### config.mk
export PLATFORM = sky130hd
export DESIGN_NAME = text_integer_reader
export DESIGN_NICKNAME = d
export VERILOG_FILES = /design/src/rtl/core/tir_pkg.sv /design/src/rtl/core/tir_front.sv /design/src/rtl/core/tir_queue.sv /design/src/rtl/core/tir_back.sv /design/src/rtl/core/text_integer_reader.sv
export SDC_FILE = /design/constraint.sdc
export NUM_CORES = 1
export LEC_CHECK = 0
export BUFFER_PORTS_ARGS = -buffer_cell sky130_fd_sc_hd__buf_2
export CORE_MARGIN = 10
export CORE_UTILIZATION = 56
export CTS_BUF_LIST = sky130_fd_sc_hd__clkbuf_16
export CTS_CLUSTER_SIZE = 30
export DETAILED_ROUTE_END_ITERATION = 8
export PLACE_DENSITY = 0.7
export SYNTH_ARGS = -nofsm -noshare
export SYNTH_HDL_FRONTEND = slang
export SYNTH_SLANG_ARGS = --single-unit
### constraint.sdc
create_clock -name clock -period 13.17 [get_ports clock]
set_input_delay 1.317 -clock clock [delete_from_list [all_inputs] [get_ports clock]]
set_output_delay 1.317 -clock clock [all_outputs]
set_load 0.02 [all_outputs]
### src/rtl/core/tir_pkg.sv
package tir_pkg;

   localparam int unsigned CH_W        = 8;
   localparam int unsigned VALUE_W     = 64;
   localparam int unsigned STATUS_W    = 2;
   localparam int unsigned DIGIT_W     = 4;
   localparam int unsigned RADIX_W     = 5;
   localparam int unsigned CSR_INDEX_W = 4;
   localparam int unsigned REQ_DATA_W  = 8;
   localparam int unsigned RSP_DATA_W  = 72;
   localparam int unsigned PROD_W      = VALUE_W + RADIX_W;

   localparam logic [CSR_INDEX_W-1:0] REG_RADIX       = 4'd0;
   localparam logic [CSR_INDEX_W-1:0] REG_SIGNED_MODE = 4'd1;

   localparam logic [STATUS_W-1:0] ST_OK       = 2'd0;
   localparam logic [STATUS_W-1:0] ST_NO_DIGIT = 2'd1;
   localparam logic [STATUS_W-1:0] ST_OVERFLOW = 2'd2;

   localparam logic [RADIX_W-1:0] RADIX_RESET  = 5'd10;
   localparam logic [RADIX_W-1:0] RADIX_MIN    = 5'd2;
   localparam logic [RADIX_W-1:0] RADIX_MAX    = 5'd16;
   localparam logic [RADIX_W-1:0] RADIX_SIGNED = 5'd10;
   localparam logic [DIGIT_W-1:0] LETTER_BASE  = 4'd10;

   localparam logic [CH_W-1:0] CH_SPACE   = 8'h20;
   localparam logic [CH_W-1:0] CH_TAB     = 8'h09;
   localparam logic [CH_W-1:0] CH_CR      = 8'h0D;
   localparam logic [CH_W-1:0] CH_LF      = 8'h0A;
   localparam logic [CH_W-1:0] CH_MINUS   = 8'h2D;
   localparam logic [CH_W-1:0] CH_ZERO    = 8'h30;
   localparam logic [CH_W-1:0] CH_NINE    = 8'h39;
   localparam logic [CH_W-1:0] CH_UPPER_A = 8'h41;
   localparam logic [CH_W-1:0] CH_UPPER_F = 8'h46;
   localparam logic [CH_W-1:0] CH_LOWER_A = 8'h61;
   localparam logic [CH_W-1:0] CH_LOWER_F = 8'h66;

   localparam logic [VALUE_W-1:0] LIMIT_UNSIGNED   = {VALUE_W{1'b1}};
   localparam logic [VALUE_W-1:0] LIMIT_SIGNED_POS = {1'b0, {(VALUE_W-1){1'b1}}};
   localparam logic [VALUE_W-1:0] LIMIT_SIGNED_NEG = {1'b1, {(VALUE_W-1){1'b0}}};

   typedef enum logic [1:0] {
      CLS_SPACE,
      CLS_MINUS,
      CLS_DIGIT,
      CLS_OTHER
   } class_type;

   typedef enum logic [1:0] {
      PH_SKIP,
      PH_MINUS,
      PH_DIGIT,
      PH_DROP
   } phase_type;

   typedef struct packed {
      class_type            cls;
      logic [DIGIT_W-1:0]   digit;
      logic                 eos;
   } entry_type;

   typedef struct packed {
      logic [RADIX_W-1:0]   radix;
      logic                 signed_mode;
   } cfg_type;

   typedef struct packed {
      logic [VALUE_W-1:0]   value;
      logic [STATUS_W-1:0]  status;
      logic                 last;
   } result_type;

endpackage

### src/rtl/core/tir_front.sv
module tir_front (
   input  logic                                clock,
   input  logic                                reset,
   input  logic                                csr_valid,
   output logic                                csr_ready,
   input  logic [tir_pkg::CSR_INDEX_W-1:0]     csr_index,
   input  logic [tir_pkg::RADIX_W-1:0]         csr_data,
   input  logic                                req_tvalid,
   output logic                                req_tready,
   input  logic [tir_pkg::REQ_DATA_W-1:0]      req_tdata,   // [7:0] ch
   input  logic                                req_tlast,
   output logic                                push_valid,
   input  logic                                push_ready,
   output tir_pkg::entry_type                  push_entry,
   output tir_pkg::cfg_type                    cfg
);

   logic [tir_pkg::RADIX_W-1:0] radix_ff;
   logic [tir_pkg::RADIX_W-1:0] radix_in;
   logic                        signed_mode_ff;
   logic                        signed_mode_in;
   logic [tir_pkg::CH_W-1:0]    ch;
   logic [tir_pkg::CH_W-1:0]    ch_offset;
   logic [tir_pkg::DIGIT_W-1:0] raw_digit;
   logic                        raw_ok;
   logic                        digit_ok;

   assign csr_ready = 1'b1;

   always_comb begin
      radix_in       = radix_ff;
      signed_mode_in = signed_mode_ff;
      if (csr_valid && csr_ready) begin
         case (csr_index)
            tir_pkg::REG_RADIX: begin
               radix_in = csr_data;
            end
            tir_pkg::REG_SIGNED_MODE: begin
               signed_mode_in = csr_data[0];
            end
            default: begin
            end
         endcase
      end
   end

   always_ff @(posedge clock) begin
      if (reset) begin
         radix_ff       <= tir_pkg::RADIX_RESET;
         signed_mode_ff <= 1'b0;
      end else begin
         radix_ff       <= radix_in;
         signed_mode_ff <= signed_mode_in;
      end
   end

   always_comb begin
      cfg.signed_mode = signed_mode_ff;
      if (signed_mode_ff) begin
         cfg.radix = tir_pkg::RADIX_SIGNED;
      end else if (radix_ff inside {[tir_pkg::RADIX_MIN:tir_pkg::RADIX_MAX]}) begin
         cfg.radix = radix_ff;
      end else begin
         cfg.radix = '0;
      end
   end

   assign ch = req_tdata[tir_pkg::CH_W-1:0];

   always_comb begin
      raw_ok    = 1'b1;
      ch_offset = '0;
      if (ch inside {[tir_pkg::CH_ZERO:tir_pkg::CH_NINE]}) begin
         ch_offset = ch - tir_pkg::CH_ZERO;
      end else if (ch inside {[tir_pkg::CH_UPPER_A:tir_pkg::CH_UPPER_F]}) begin
         ch_offset = ch - tir_pkg::CH_UPPER_A + {4'd0, tir_pkg::LETTER_BASE};
      end else if (ch inside {[tir_pkg::CH_LOWER_A:tir_pkg::CH_LOWER_F]}) begin
         ch_offset = ch - tir_pkg::CH_LOWER_A + {4'd0, tir_pkg::LETTER_BASE};
      end else begin
         raw_ok = 1'b0;
      end
      raw_digit = ch_offset[tir_pkg::DIGIT_W-1:0];
      digit_ok  = raw_ok && ({1'b0, raw_digit} < cfg.radix);
   end

   always_comb begin
      push_entry.digit = raw_digit;
      push_entry.eos   = req_tlast;
      if (ch inside {tir_pkg::CH_SPACE, tir_pkg::CH_TAB, tir_pkg::CH_CR, tir_pkg::CH_LF}) begin
         push_entry.cls = tir_pkg::CLS_SPACE;
      end else if (signed_mode_ff && ch == tir_pkg::CH_MINUS) begin
         push_entry.cls = tir_pkg::CLS_MINUS;
      end else if (digit_ok) begin
         push_entry.cls = tir_pkg::CLS_DIGIT;
      end else begin
         push_entry.cls = tir_pkg::CLS_OTHER;
      end
   end

   assign push_valid = req_tvalid;
   assign req_tready = push_ready;

endmodule

### src/rtl/core/tir_queue.sv
module tir_queue #(
   parameter int unsigned DEPTH = 4
) (
   input  logic               clock,
   input  logic               reset,
   input  logic               push_valid,
   output logic               push_ready,
   input  tir_pkg::entry_type push_entry,
   output logic               pop_valid,
   input  logic               pop_ready,
   output tir_pkg::entry_type pop_entry
);

   localparam int unsigned PTR_W = $clog2(DEPTH);
   localparam int unsigned CNT_W = $clog2(DEPTH + 1);

   tir_pkg::entry_type entries_ff [DEPTH];
   logic [PTR_W-1:0]   wr_ptr_ff;
   logic [PTR_W-1:0]   wr_ptr_in;
   logic [PTR_W-1:0]   rd_ptr_ff;
   logic [PTR_W-1:0]   rd_ptr_in;
   logic [CNT_W-1:0]   count_ff;
   logic [CNT_W-1:0]   count_in;
   logic               push;
   logic               pop;

   assign push_ready = (count_ff != CNT_W'(DEPTH));
   assign pop_valid  = (count_ff != '0);
   assign pop_entry  = entries_ff[rd_ptr_ff];
   assign push       = push_valid && push_ready;
   assign pop        = pop_valid && pop_ready;

   always_comb begin
      wr_ptr_in = wr_ptr_ff;
      rd_ptr_in = rd_ptr_ff;
      count_in  = count_ff;
      if (push) begin
         wr_ptr_in = (wr_ptr_ff == PTR_W'(DEPTH - 1)) ? '0 : wr_ptr_ff + 1'b1;
      end
      if (pop) begin
         rd_ptr_in = (rd_ptr_ff == PTR_W'(DEPTH - 1)) ? '0 : rd_ptr_ff + 1'b1;
      end
      if (push && !pop) begin
         count_in = count_ff + 1'b1;
      end else if (pop && !push) begin
         count_in = count_ff - 1'b1;
      end
   end

   always_ff @(posedge clock) begin
      if (reset) begin
         wr_ptr_ff <= '0;
         rd_ptr_ff <= '0;
         count_ff  <= '0;
      end else begin
         wr_ptr_ff <= wr_ptr_in;
         rd_ptr_ff <= rd_ptr_in;
         count_ff  <= count_in;
      end
   end

   always_ff @(posedge clock) begin
      if (push) begin
         entries_ff[wr_ptr_ff] <= push_entry;
      end
   end

endmodule

### src/rtl/core/tir_back.sv
module tir_back (
   input  logic                              clock,
   input  logic                              reset,
   input  tir_pkg::cfg_type                  cfg,
   input  logic                              head_valid,
   output logic                              head_ready,
   input  tir_pkg::entry_type                head,
   output logic                              rsp_tvalid,
   input  logic                              rsp_tready,
   output logic [tir_pkg::RSP_DATA_W-1:0]    rsp_tdata,   // [63:0] value, [65:64] status
   output logic                              rsp_tlast
);

   localparam int unsigned VW = tir_pkg::VALUE_W;
   localparam int unsigned PW = tir_pkg::PROD_W;

   tir_pkg::phase_type    phase_ff;
   tir_pkg::phase_type    phase_in;
   tir_pkg::phase_type    step_phase;
   logic [VW-1:0]         acc_ff;
   logic [VW-1:0]         acc_in;
   logic [VW-1:0]         step_acc;
   logic                  neg_ff;
   logic                  neg_in;
   logic                  step_neg;

   logic                  out_valid_ff;
   logic                  out_valid_in;
   tir_pkg::result_type   out_res_ff;
   tir_pkg::result_type   out_res_in;
   logic                  hold_valid_ff;
   logic                  hold_valid_in;
   tir_pkg::result_type   hold_res_ff;
   tir_pkg::result_type   hold_res_in;

   tir_pkg::phase_type    begin_phase;
   logic [VW-1:0]         begin_acc;
   logic                  begin_neg;
   logic                  begin_res_valid;
   tir_pkg::result_type   begin_res;

   logic                  r0_valid;
   tir_pkg::result_type   r0;
   logic                  r1_valid;
   tir_pkg::result_type   r1;

   logic [VW-1:0]         digit_ext;
   logic [PW-1:0]         step_prod;
   logic [PW:0]           step_sum;
   logic [VW-1:0]         step_limit;
   logic                  step_ovf;
   logic [VW-1:0]         step_value;
   logic                  signed_neg;
   logic [VW-1:0]         close_value;
   logic [VW-1:0]         step_close;
   logic [VW-1:0]         minus_close;
   logic                  is_digit;
   logic                  out_free;
   logic                  pop;

   assign digit_ext  = {{(VW-tir_pkg::DIGIT_W){1'b0}}, head.digit};
   assign is_digit   = (head.cls == tir_pkg::CLS_DIGIT);
   assign signed_neg = cfg.signed_mode && neg_ff;

   // Accumulate step: one small-radix multiply, then add the digit and compare.
   assign step_prod  = {{tir_pkg::RADIX_W{1'b0}}, acc_ff} * {{VW{1'b0}}, cfg.radix};
   assign step_sum   = {1'b0, step_prod} + {{(PW+1-tir_pkg::DIGIT_W){1'b0}}, head.digit};
   assign step_value = step_sum[VW-1:0];

   always_comb begin
      if (!cfg.signed_mode) begin
         step_limit = tir_pkg::LIMIT_UNSIGNED;
      end else if (neg_ff) begin
         step_limit = tir_pkg::LIMIT_SIGNED_NEG;
      end else begin
         step_limit = tir_pkg::LIMIT_SIGNED_POS;
      end
      step_ovf = step_sum > {{(PW+1-VW){1'b0}}, step_limit};
   end

   assign close_value = signed_neg ? -acc_ff : acc_ff;
   assign step_close  = signed_neg ? -step_value : step_value;
   assign minus_close = signed_neg ? -digit_ext : digit_ext;

   always_comb begin
      begin_phase      = tir_pkg::PH_SKIP;
      begin_acc        = '0;
      begin_neg        = 1'b0;
      begin_res_valid  = 1'b0;
      begin_res.value  = '0;
      begin_res.status = tir_pkg::ST_OK;
      begin_res.last   = 1'b1;
      case (head.cls)
         tir_pkg::CLS_SPACE: begin
         end
         tir_pkg::CLS_MINUS: begin
            if (head.eos) begin
               begin_res_valid  = 1'b1;
               begin_res.status = tir_pkg::ST_NO_DIGIT;
            end else begin
               begin_phase = tir_pkg::PH_MINUS;
               begin_neg   = 1'b1;
            end
         end
         tir_pkg::CLS_DIGIT: begin
            if (head.eos) begin
               begin_res_valid = 1'b1;
               begin_res.value = digit_ext;
            end else begin
               begin_phase = tir_pkg::PH_DIGIT;
               begin_acc   = digit_ext;
            end
         end
         default: begin
            begin_res_valid  = 1'b1;
            begin_res.status = tir_pkg::ST_NO_DIGIT;
            begin_phase      = head.eos ? tir_pkg::PH_SKIP : tir_pkg::PH_DROP;
         end
      endcase
   end

   always_comb begin
      step_phase = phase_ff;
      step_acc   = acc_ff;
      step_neg   = neg_ff;
      case (phase_ff)
         tir_pkg::PH_SKIP: begin
            step_phase = begin_phase;
            step_acc   = begin_acc;
            step_neg   = begin_neg;
         end
         tir_pkg::PH_MINUS: begin
            if (is_digit && !head.eos) begin
               step_phase = tir_pkg::PH_DIGIT;
               step_acc   = digit_ext;
            end else begin
               step_phase = (is_digit || head.eos) ? tir_pkg::PH_SKIP : tir_pkg::PH_DROP;
               step_acc   = '0;
               step_neg   = 1'b0;
            end
         end
         tir_pkg::PH_DIGIT: begin
            if (!is_digit) begin
               step_phase = begin_phase;
               step_acc   = begin_acc;
               step_neg   = begin_neg;
            end else if (step_ovf || head.eos) begin
               step_phase = (head.eos) ? tir_pkg::PH_SKIP : tir_pkg::PH_DROP;
               step_acc   = '0;
               step_neg   = 1'b0;
            end else begin
               step_acc = step_value;
            end
         end
         tir_pkg::PH_DROP: begin
            if (head.eos) begin
               step_phase = tir_pkg::PH_SKIP;
            end
         end
         default: begin
            step_phase = tir_pkg::PH_SKIP;
         end
      endcase
   end

   always_comb begin
      r0_valid  = 1'b0;
      r0.value  = '0;
      r0.status = tir_pkg::ST_OK;
      r0.last   = 1'b1;
      r1_valid  = 1'b0;
      r1        = begin_res;
      case (phase_ff)
         tir_pkg::PH_SKIP: begin
            r0_valid = begin_res_valid;
            r0       = begin_res;
         end
         tir_pkg::PH_MINUS: begin
            if (!is_digit) begin
               r0_valid  = 1'b1;
               r0.status = tir_pkg::ST_NO_DIGIT;
            end else if (head.eos) begin
               r0_valid = 1'b1;
               r0.value = minus_close;
            end
         end
         tir_pkg::PH_DIGIT: begin
            if (!is_digit) begin
               r0_valid = 1'b1;
               r0.value = close_value;
               r0.last  = !begin_res_valid;
               r1_valid = begin_res_valid;
            end else if (step_ovf) begin
               r0_valid  = 1'b1;
               r0.status = tir_pkg::ST_OVERFLOW;
            end else if (head.eos) begin
               r0_valid = 1'b1;
               r0.value = step_close;
            end
         end
         default: begin
         end
      endcase
   end

   assign out_free   = !out_valid_ff || rsp_tready;
   assign head_ready = !hold_valid_ff && (!r0_valid || out_free);
   assign pop        = head_valid && head_ready;

   always_comb begin
      phase_in      = pop ? step_phase : phase_ff;
      acc_in        = pop ? step_acc : acc_ff;
      neg_in        = pop ? step_neg : neg_ff;
      out_valid_in  = out_valid_ff;
      out_res_in    = out_res_ff;
      hold_valid_in = hold_valid_ff;
      hold_res_in   = hold_res_ff;
      if (pop && r0_valid) begin
         out_valid_in = 1'b1;
         out_res_in   = r0;
      end else if (hold_valid_ff && out_free) begin
         out_valid_in  = 1'b1;
         out_res_in    = hold_res_ff;
         hold_valid_in = 1'b0;
      end else if (out_free) begin
         out_valid_in = 1'b0;
      end
      if (pop && r1_valid) begin
         hold_valid_in = 1'b1;
         hold_res_in   = r1;
      end
   end

   always_ff @(posedge clock) begin
      if (reset) begin
         phase_ff      <= tir_pkg::PH_SKIP;
         acc_ff        <= '0;
         neg_ff        <= 1'b0;
         out_valid_ff  <= 1'b0;
         hold_valid_ff <= 1'b0;
      end else begin
         phase_ff      <= phase_in;
         acc_ff        <= acc_in;
         neg_ff        <= neg_in;
         out_valid_ff  <= out_valid_in;
         hold_valid_ff <= hold_valid_in;
      end
   end

   always_ff @(posedge clock) begin
      out_res_ff  <= out_res_in;
      hold_res_ff <= hold_res_in;
   end

   assign rsp_tvalid = out_valid_ff;
   assign rsp_tlast  = out_res_ff.last;
   assign rsp_tdata  = {{(tir_pkg::RSP_DATA_W-VW-tir_pkg::STATUS_W){1'b0}},
                        out_res_ff.status, out_res_ff.value};

endmodule

### src/rtl/core/text_integer_reader.sv
// Text integer reader: turns a stream of text bytes into 64-bit integers.
// req_* carries one byte per transfer in req_tdata[7:0]; req_tlast marks the
// last byte of a source. rsp_* carries one result per transfer: value in
// rsp_tdata[63:0], status in rsp_tdata[65:64] (0 ok, 1 no digit, 2 overflow),
// and rsp_tlast set on the final result that a byte causes.
// csr_* writes register 0 (radix, 2 to 16) or register 1 (signed mode, which
// allows a leading minus and works in base ten); write only while idle.
// A result passes the byte queue and the output register. One byte is taken
// per cycle while the queue has room. A byte that ends a number and opens a
// bad token yields two results and stalls the back end while the second waits.
// Reset sets radix ten, unsigned mode, and empties the byte queue and the
// output register. When the receiver stalls, results wait in the output
// register, bytes collect in a queue of QUEUE_DEPTH entries, and req_tready
// falls once that queue is full.
module text_integer_reader #(
   parameter int unsigned QUEUE_DEPTH = 4
) (
   input  logic                               clock,
   input  logic                               reset,
   input  logic                               csr_valid,
   output logic                               csr_ready,
   input  logic [tir_pkg::CSR_INDEX_W-1:0]    csr_index,
   input  logic [tir_pkg::RADIX_W-1:0]        csr_data,
   input  logic                               req_tvalid,
   output logic                               req_tready,
   input  logic [tir_pkg::REQ_DATA_W-1:0]     req_tdata,   // [7:0] ch
   input  logic                               req_tlast,
   output logic                               rsp_tvalid,
   input  logic                               rsp_tready,
   output logic [tir_pkg::RSP_DATA_W-1:0]     rsp_tdata,   // [63:0] value, [65:64] status
   output logic                               rsp_tlast
);

   tir_pkg::cfg_type   cfg;
   logic               push_valid;
   logic               push_ready;
   tir_pkg::entry_type push_entry;
   logic               head_valid;
   logic               head_ready;
   tir_pkg::entry_type head;

   tir_front u_front (
      .clock      (clock),
      .reset      (reset),
      .csr_valid  (csr_valid),
      .csr_ready  (csr_ready),
      .csr_index  (csr_index),
      .csr_data   (csr_data),
      .req_tvalid (req_tvalid),
      .req_tready (req_tready),
      .req_tdata  (req_tdata),
      .req_tlast  (req_tlast),
      .push_valid (push_valid),
      .push_ready (push_ready),
      .push_entry (push_entry),
      .cfg        (cfg)
   );

   tir_queue #(
      .DEPTH (QUEUE_DEPTH)
   ) u_queue (
      .clock      (clock),
      .reset      (reset),
      .push_valid (push_valid),
      .push_ready (push_ready),
      .push_entry (push_entry),
      .pop_valid  (head_valid),
      .pop_ready  (head_ready),
      .pop_entry  (head)
   );

   tir_back u_back (
      .clock      (clock),
      .reset      (reset),
      .cfg        (cfg),
      .head_valid (head_valid),
      .head_ready (head_ready),
      .head       (head),
      .rsp_tvalid (rsp_tvalid),
      .rsp_tready (rsp_tready),
      .rsp_tdata  (rsp_tdata),
      .rsp_tlast  (rsp_tlast)
   );

endmodule

== Word-level counts from Yosys, hierarchy flattened ==
Memories as Yosys holds them, arrays and structs flattened. A register that Yosys moved wholly into a read port is not among the register bits.
Index checks and enable logic that the tools add are counted.
W data, S select, Z words.

* Add/sub/neg operators: 13
* $mul: 1
* Magnitude comparators: 10
* Equality and inequality tests: 18
* Multiplexer cells: 77
* Reductions and logical operators: 45

{| class="wikitable"
|+ Operators by type and width
! kind !! count
|-
| $mux W64 || 14
|-
| $pmux W66 S3 || 1
|-
| $pmux W64 S3 || 1
|-
| $mux W67 || 2
|-
| $neg A64 Y64 || 2
|-
| $add A69 B4 Y70 || 1
|-
| $gt A70 B64 Y1 || 1
|-
| $mul A64 B5 Y69 || 1
|-
| $neg A4 Y64 || 1
|-
| $mux W2 || 15
|-
| $mux W1 || 28
|-
| $eq A8 B4 Y1 const B || 3
|-
| $mux W4 || 6
|-
| $eq A8 B6 Y1 const B || 2
|-
| $ge A8 B7 Y1 const B || 2
|-
| $le A8 B7 Y1 const B || 2
|-
| $logic_and A1 B1 Y1 || 16
|-
| $sub A4 B1 Y4 const B || 3
|-
| $eq A2 B2 Y1 const B || 5
|-
| $mux W5 || 2
|-
| $reduce_bool A3 Y1 || 3
|-
| $add A4 B4 Y4 const B || 2
|-
| $ge A8 B6 Y1 const B || 1
|-
| $le A8 B6 Y1 const B || 1
|-
| 26 further kinds || 49
|}

* Register bits after elaboration: 215
* Bits in writable memories: 28
* Bits of input ports: 23
* Output and inout bits: 76
* Logic and storage cells: 180
* Memories: 1

{| class="wikitable"
|+ Memory list
! name !! words !! bits a word !! read ports !! clocked after Yosys merged registers in !! wr ports !! line !! RTL
|-
| u_queue.entries_ff || 4 || 7 || 1 || 1 || 1 || tir_queue.sv:17 || <nowiki>tir_pkg::entry_type entries_ff [DEPTH];</nowiki>
|}

== Longest topological paths before layout ==
Gate-level depths: netlist of the first run.

* Depth in word-level cells: 17
* Gate-level depth with buffers: 40
* Mapped depth without buffers: 36

== By module ==
From an unflattened synthesis of the first run, not the netlist that was laid out.

* Cell total of the unflattened synthesis: 3,097
* Area total of the unflattened synthesis: 25,494.5 um2

{| class="wikitable"
|+ By module, submodules not included
! module !! instances !! cells an instance !! area an instance (um2) !! seq. area each (um2)
|-
| tir_back || 1 || 2,930 || 23,331.1 || 3,543.4
|-
| tir_queue || 1 || 85 || 1,491.4 || 1,021.0
|-
| tir_front || 1 || 82 || 671.9 || 120.1
|}

== Worst setup path before layout of the first run ==
Ideal clock, no wire load.

* Path type: register -> register
* Start: register u_front.radix_ff[1] (netlist name)
* End: register u_back.out_res_ff, in the netlist u_back.rsp_tdata[0], enable pin
* Data arrival time: 8.752 ns
* Setup slack: 3.710 ns
* Cell stages (with the launch flop): 32
* Clock period less this slack: 9.460 ns
* Cells stage by stage: dfxtp_1 or3_1 nor4_1 clkbuf_1 clkbuf_1 nand2_1 fa_1 inv_1 fa_1 fa_1 ha_1 buf_2 nand4_1 nor3_1 nor2_1 mux2_2 a31oi_1 nand2_1 a311oi_1 ha_1 nand4_1 nor2_1 nand3_1 or4_1 o22ai_1 a31oi_1 nor4_4 a31oi_1 a21oi_1 clkbuf_1 clkbuf_1 nand2_1

* Longest elaborated chain between the ends: 16
* Elaborated cells between the ends (all ways): 17
* Those cells by class: add/sub: 1; mul: 1; order compare: 3; mux: 5; reduce/logical: 7

{| class="wikitable"
|+ Ends and longest elaborated chain
! element !! line !! RTL
|-
| from (decl) || tir_front.sv:18 || <nowiki>logic [tir_pkg::RADIX_W-1:0] radix_ff;</nowiki>
|-
| from (signal assigned) || tir_front.sv:49 || <nowiki>radix_ff <= tir_pkg::RADIX_RESET;</nowiki>
|-
| from (signal assigned) || tir_front.sv:52 || <nowiki>radix_ff <= radix_in;</nowiki>
|-
| $ge A5 B2 Y1 or $le A5 B5 Y1 (tied branches) || tir_front.sv:61 || <nowiki>end else if (radix_ff inside {[tir_pkg::RADIX_MIN:tir_pkg::RADIX_MAX]}) begin</nowiki>
|-
| $logic_and A1 B1 Y1 || tir_front.sv:61 ||
|-
| $mux W5 * || tir_front.sv:61 ||
|-
| $mux W5 * || tir_front.sv:59 || <nowiki>if (signed_mode_ff) begin</nowiki>
|-
| $mul A64 B5 Y69 * || tir_back.sv:66 || <nowiki>assign step_prod = {{tir_pkg::RADIX_W{1'b0}}, acc_ff} * {{VW{1'b0}}, cfg.radix};</nowiki>
|-
| $add A69 B4 Y70 * || tir_back.sv:67 || <nowiki>assign step_sum = {1'b0, step_prod} + {{(PW+1-tir_pkg::DIGIT_W){1'b0}}, head.digit};</nowiki>
|-
| $gt A70 B64 Y1 * || tir_back.sv:78 || <nowiki>step_ovf = step_sum > {{(PW+1-VW){1'b0}}, step_limit};</nowiki>
|-
| $mux W1 * || tir_back.sv:193 || <nowiki>end else if (step_ovf) begin</nowiki>
|-
| $mux W1 * || tir_back.sv:188 || <nowiki>if (!is_digit) begin</nowiki>
|-
| $pmux W1 S3 * || tir_back.sv:173 || <nowiki>case (phase_ff)</nowiki>
|-
| $logic_not A1 Y1 || tir_back.sv:207 || <nowiki>assign head_ready = !hold_valid_ff && (!r0_valid || out_free);</nowiki>
|-
| $logic_or A1 B1 Y1 || tir_back.sv:207 ||
|-
| $logic_and A1 B1 Y1 || tir_back.sv:207 ||
|-
| $logic_and A1 B1 Y1 || tir_back.sv:208 || <nowiki>assign pop = head_valid && head_ready;</nowiki>
|-
| $logic_and A1 B1 Y1 * || tir_back.sv:218 || <nowiki>if (pop && r0_valid) begin</nowiki>
|-
| $reduce_bool A2 Y1 (no source line) * || n/a ||
|-
| to (signal assigned) || tir_back.sv:251 || <nowiki>out_res_ff <= out_res_in;</nowiki>
|-
| to (decl) || tir_back.sv:29 || <nowiki>tir_pkg::result_type out_res_ff;</nowiki>
|}

Mark *: on every way between the ends. The rest lies on a longest branch, timed or not.
A chain may end at the register's enable or synchronous reset.

== Worst setup path in the final report of the first run ==
* Start: register u_front.signed_mode_ff
* End: register u_back.acc_ff[2]

* Longest elaborated chain between the ends: 12
* Elaborated cells between the ends (all ways): 17
* Those cells by class: add/sub: 1; mul: 1; order compare: 1; mux: 8; reduce/logical: 6

{| class="wikitable"
|+ Ends and longest elaborated chain
! element !! line !! RTL
|-
| from (decl) || tir_front.sv:20 || <nowiki>logic signed_mode_ff;</nowiki>
|-
| from (signal assigned) || tir_front.sv:53 || <nowiki>signed_mode_ff <= signed_mode_in;</nowiki>
|-
| $mux W5 || tir_front.sv:59 ||
|-
| $mul A64 B5 Y69 || tir_back.sv:66 ||
|-
| $add A69 B4 Y70 || tir_back.sv:67 ||
|-
| $gt A70 B64 Y1 || tir_back.sv:78 ||
|-
| $mux W1 || tir_back.sv:193 ||
|-
| $mux W1 || tir_back.sv:188 ||
|-
| $pmux W1 S3 || tir_back.sv:173 ||
|-
| $logic_not A1 Y1 || tir_back.sv:207 ||
|-
| $logic_or A1 B1 Y1 || tir_back.sv:207 ||
|-
| $logic_and A1 B1 Y1 || tir_back.sv:207 ||
|-
| $logic_and A1 B1 Y1 || tir_back.sv:208 ||
|-
| $reduce_and A2 Y1 (no source line) || n/a ||
|-
| to (signal assigned) || tir_back.sv:243 || <nowiki>acc_ff <= acc_in;</nowiki>
|-
| to (decl) || tir_back.sv:20 || <nowiki>logic [VW-1:0] acc_ff;</nowiki>
|}

Parallel ways exist; a longest one is shown, timed or not.

==> results of run 1 <==
## metal layers
metal | track usage (%) | part of all wire [%] | vias up
met5 | 0 | 0 | -
li1 | - | - | 11100
met4 | 13.4 | 4.1 | 0
met1 | 41.4 | 42 | 12000
met2 | 51.3 | 47 | 1147
met3 | 5.11 | 7.6 | 198
## kinds of logic after synthesis
group	after synthesis	synth area share [%]
other	2	0.0287
buffers and inverters	567	8.64
adders and majority gates	421	25.6
muxes	23	1.23
xor gates and xnor gates	157	5.26
DFF	184	17.9
AOI/OAI and AO/OA	772	18.6
and+or+nand+nor	1154	22.7
## worst max path at each step
stage	slack, ns	endpoint	startpoint	cells past startpoint
after global placement	2.72	u_back.rsp_tdata[29]	u_front.signed_mode_ff	28
after global routing	1.53	u_back.acc_ff[2]	u_front.signed_mode_ff	30
after CTS	2.37	u_back.rsp_tdata[17]	u_front.signed_mode_ff	28
after floorplan	3.71	u_back.rsp_tdata[0]	u_front.radix_ff[1]	31
final	2.33	u_back.acc_ff[2]	u_front.signed_mode_ff	30
after detailed placement	2.43	u_back.rsp_tdata[29]	u_front.signed_mode_ff	28
## report_power, final
group | internal, mW | leakage, nW | switching, mW
clock network | 0.265 | 0.304 | 0.299
logic | 0.332 | 10.6 | 1.01
registers | 0.823 | 1.63 | 0.0642
## registers in the layout, indices dropped and copies added, names as in the netlist, named ones only
register                flops
u_front.radix_ff            5
u_back.hold_res_ff          5
u_queue.wr_ptr_ff           2
u_queue.rd_ptr_ff           2
u_back.rsp_tdata           66
u_queue.entries_ff         28
u_back.acc_ff              64
u_back.hold_valid_ff        1
u_queue.count_ff            3
u_front.signed_mode_ff      1
u_back.rsp_tlast            1
u_back.phase_ff             2
u_back.rsp_tvalid           1
u_back.neg_ff               1
## worst max-delay path, delay by kind of cell, from the launching register on
kind                     cells  cell delay, ns
AND/OR/NAND/NOR             13            3.87
flip-flops                   1            0.44
buffers and inverters        4            1.36
adder cells (fa/ha/maj)      5            1.97
AO/OA/AOI/OAI                8            3.01
## metrics by stage
stage	hold WS [ns]	setup slack, ns	power (mW)	std cells
after floorplan	0.449	3.71	1.79	3285
after global placement	0.496	2.72	2.20	3794
after detailed placement	0.515	2.43	2.22	3794
after CTS	0.527	2.37	2.78	3826
after global routing	0.555	1.53	2.93	3826
final	0.530	2.33	2.79	3826
## area by class of cell
cell class                 count  area share (%)
multi-input combinational   2534            70.5
tap                          607            2.77
clock buffer                  17            1.55
inverter                     344            4.72
timing repair buffer         125            2.60
sequential                   184            17.1
clock inverter                15           0.736
## cell usage after synthesis, types with 65 or more instances
master,number
a21oi_1,344
and2_1,152
clkbuf_1,140
dfxtp_1,84
edfxtp_1,100
fa_1,191
ha_1,230
inv_1,341
nand2_1,335
nand3_1,89
nor2_1,203
nor2b_1,72
nor3_1,65
o21ai_0,108
xnor2_1,74
xor2_1,83
==> flow_summary.ini, run 1 <==
[worst_setup_path]
startpoint_type = flop
cp_slowest_cell = or2_2
cp.arrival_ns = 11.26
cp_data_required_time_ns = 13.58
critPathKind = flop to flop
path_max_fanout = 46
r2r_slack_ns = 2.33
rr_worst_depth = 30
timing.rr.end = u_back.acc_ff[2]
cp_slowest_stage_delay_ns = 0.93
worstReg2RegStart = u_front.signed_mode_ff
critPathCaptureType = flop

[floorplan]
ios = 99
die_w_um = 236
start_util_pct = 56.4
die_h_um = 236
dieArea_mm2 = 0.0557
num_rows = 79
coreArea_mm2 = 0.0464

[min_path]
hold_path_depth = 2
hp-start = u_queue.count_ff[2]
hold_class = flop to flop
whs_endpoint = u_queue.count_ff[2]

[timing]
slew_violations = 0
worst_clock_skew_ns = 0.0234
setup_tns_ns = 0
finalCritPeriodShare_pct = 82.3
max_slew.worst_pin.slew_ns = 1.27
period_minus_slack_ns = 10.84
finalSetupViolations = 0
fmax_mhz = 92.2
hold_violations = 0
rsz0062_at_grt = false
timing.slew.headroom_pct = 15.3

[clock_tree]
tritoncts = yes
post_cts_resized = 0
cts.path.max_buffers = 2
clkTransAtPathRegs_ns = 0.10
cts_setup_buffers = 0
cts_root_buffer = clkbuf_16
htree_levels = 4
insertion_delay_ns = 0.51
cts.sinks = 184
cts_hold_buf = 0
cts-buffers-inserted = 17

[grt]
grt_pass1_wl_mm = 140
grt_pass1_vias = 24100
antenna_found_initial = 2
grt_max_degree = 84
grt_usage_pct = 31.7
grt_overflow = 0

[place]
placed_area_mm2 = 0.0268
place_congestion = 1.01
dp_hpwl_mm = 69.6
port_buffers = 91

[synthesis]
postSynthAreaPerCell_um2 = 7.97
ys_seq_area_share_pct = 17.9
synth.area.top_cells = fa_1 (15%), edfxtp_1 (11%), ha_1 (11%)
synth-seq-cells = 184
synth_area_mm2 = 0.0261
synth_area_leader_cell = fa_1
synth-edff-count = 100
ys.warnings.count = 0
netlist_instances = 3280
netlist-cell-type-count = 110
yosys_most_used_dff = edfxtp_1
async_reset_ff_share_pct = 0
synth_top_area_share_pct = 14.6

[cells_and_area]
fin_util_pct = 59.1
syn_to_final_growth_pct = 4.72
layout_common_cells = inv_1 (341), a21oi_1 (340), nand2_1 (333), ha_1 (230), nor2_1 (200)
nFillCells = 4272
drive_gt1_share_pct = 7.89
design_area_mm2 = 0.0274
layout.nets = 3650
layout_commonest_cell = inv_1
multi_input_area_mm2 = 0.0193
antenna_cells = 0
seqCellArea_mm2 = 0.00468

[detailed_routing]
wl_mm = 89.9
vias = 24500
drt_iter0_drc = 2578
drc_errors = 4
vias_per_cell = 6.39
dr.pass1.iters = 9
routedWlPerCell_um = 23.5
antenna_left = 0

[run_status]
violations = design-rule violations
status = finished with violations

[flow_run]
maxCapViolCount = 0

[power_and_ir_drop]
power.leakage_nw = 12.5
ir_drop_v = 0.000224
p_per_area_mw_per_mm2 = 102
No activity file was read; power rests on OpenSTA's default activity.
==> run 2, diff against run 1 <==
==> constraint.sdc (replaced) <==
create_clock -name clock -period 10.6 [get_ports clock]
set_input_delay 1.06 -clock clock [delete_from_list [all_inputs] [get_ports clock]]
set_output_delay 1.06 -clock clock [all_outputs]
set_load 0.02 [all_outputs]
==> run 2 against run 1 <==
Net effect: the run now ends clean; register-to-register slack worse by 1.8 ns; count of clock-buffer cells in the layout stayed put; critical path depth is 3 higher; first-iteration DRC count is 12% higher; design area is 0.80% higher; sequential cell count stayed put; largest power group unchanged; highest routed layer unchanged.
==> flow_summary.ini, run 2 (synthesis gave the netlist of run 1 again) <==
[timing]
worst_clock_skew_ns = 0.0175
period_minus_slack_ns = 10.03
setup_tns_ns = 0
max_slew.worst_pin.slew_ns = 1.10
timing.slew.headroom_pct = 26.6
slew_violations = 0
finalSetupViolations = 0
rsz0062_at_grt = false
hold_violations = 0
fmax_mhz = 99.7
finalCritPeriodShare_pct = 94.6

[floorplan]
die_h_um = 236
dieArea_mm2 = 0.0557
ios = 99
start_util_pct = 56.4
die_w_um = 236
coreArea_mm2 = 0.0464
num_rows = 79

[cells_and_area]
largest_register_ffs = 66
final_cells = 3841
layout_common_cells = inv_1 (341), a21oi_1 (340), nand2_1 (333), ha_1 (230), nor2_1 (200)
layout.nets = 3664
drive_gt1_share_pct = 8.41
fin_util_pct = 59.5
syn_to_final_growth_pct = 5.57
layout_commonest_cell = inv_1

[clock_tree]
cts-buffers-inserted = 17
tritoncts = yes
clkTransAtPathRegs_ns = 0.09
htree_levels = 4
cts_setup_buffers = 0
insertion_delay_ns = 0.52
cts_root_buffer = clkbuf_16
cts.sinks = 184
cts.path.max_buffers = 2

[worst_setup_path]
worstReg2RegStart = u_front.signed_mode_ff
rr_worst_depth = 33
endpoint = u_back.acc_ff[27]
startpoint_type = flop
path_max_fanout = 36
cp_slowest_stage_delay_ns = 0.70
critPathCaptureType = flop
critPathKind = flop to flop
cp_data_required_time_ns = 11.04
startpoint = u_front.signed_mode_ff
r2r_slack_ns = 0.57
cp_slowest_cell = nor2_4
path_common_cell = inv_1
cp.arrival_ns = 10.47
timing.rr.end = u_back.acc_ff[27]

[detailed_routing]
drt_iter0_drc = 2895
drc_errors = 0
vias_per_cell = 6.44
routedWlPerCell_um = 23.4
vias = 24700
antenna_left = 0
wl_mm = 90.1
dr.pass1.iters = 6

[run_status]
status = finished clean

[flow_run]
maxCapViolCount = 0

[grt]
antenna_found_initial = 2
grt_pass1_wl_mm = 140
grt_usage_pct = 31.7
grt_pass1_vias = 24200
grt_max_degree = 84
grt_overflow = 0

[min_path]
hold_class = flop to flop

[place]
placed_cells = 3808
dp_hpwl_mm = 69.2
place_congestion = 0.998
port_buffers = 91

[power_and_ir_drop]
p_per_area_mw_per_mm2 = 130
ir_drop_v = 0.000254
power.leakage_nw = 12.6
[run 2: cell count changes in the layout (fill, tap and decap cells not counted), moves of 3 or more]
cell      previous run  this run
buf_4               34        42
buf_12               0         5
clkinv_8             3         6
inv_12               5         2
[run 2: worst min path at each step]
stage                              startpoint                  end  slack, ns  depth (start not counted)
after floorplan             u_back.acc_ff[28]    u_back.acc_ff[28]       0.45                          2
after global placement      u_back.acc_ff[24]    u_back.acc_ff[24]       0.49                          2
after detailed placement    u_back.acc_ff[24]    u_back.acc_ff[24]       0.50                          2
after CTS                   u_back.acc_ff[24]    u_back.acc_ff[24]       0.51                          2
after global routing        u_back.acc_ff[24]    u_back.acc_ff[24]       0.54                          2
final                     u_queue.count_ff[2]  u_queue.count_ff[2]       0.51                          2
[run 2: critical path, delay by kind of cell, from the launching register on]
| kind | cells | cell delay [ns] |
|---|---|---|
| xor gates and xnor gates | 1 | 0.29 |
| DFF | 1 | 0.48 |
| AOI/OAI and AO/OA | 8 | 1.98 |
| and+or+nand+nor | 12 | 3.05 |
| adders and majority gates | 5 | 2.27 |
| buffers and inverters | 7 | 1.78 |
[run 2: metrics by stage]
stage	hold WS, ns	total power, mW	worst slack, ns	instance area [um2]
2_1_floorplan	0.449	2.22	1.14	26200
3_3_place_gp	0.490	2.84	0.412	27000
3_5_place_dp	0.498	2.87	0.235	27000
4_1_cts	0.513	3.57	0.178	27600
5_1_grt	0.541	3.74	0.0555	27600
6_report	0.512	3.59	0.573	27600
[run 2: report_power, final]
group	switching [mW]	internal, mW	total (mW)
Combinational	1.34	0.457	1.80
Sequential	0.0796	1.01	1.09
Clock	0.376	0.323	0.699
[run 2: cell type report]
| type | instances | area (um2) |
|---|---|---|
| clock inverter | 15 | 194 |
| multi-input combinational | 2534 | 19400 |
| timing repair buffer | 139 | 882 |
| tap | 607 | 759 |
| fill | 4214 | 18800 |
| inverter | 344 | 1290 |
| clock buffer | 17 | 425 |
| antenna | 1 | 2.50 |
| sequential | 184 | 4680 |
[run 2: what timing repair did]
action,CTS,global route
hold buffers,0,0
setup endpoints to repair,0,58
endpoints found under the hold margin,0,0
resized for setup,0,5
[run 2: metal layers]
layer	global-route usage, %	part of all wire, %	vias to the layer above
li1	-	-	11100
met1	41.7	41	12100
met2	50.5	46	1306
met3	5.53	8.9	207
met4	13.2	3.8	0
met5	0	0	-
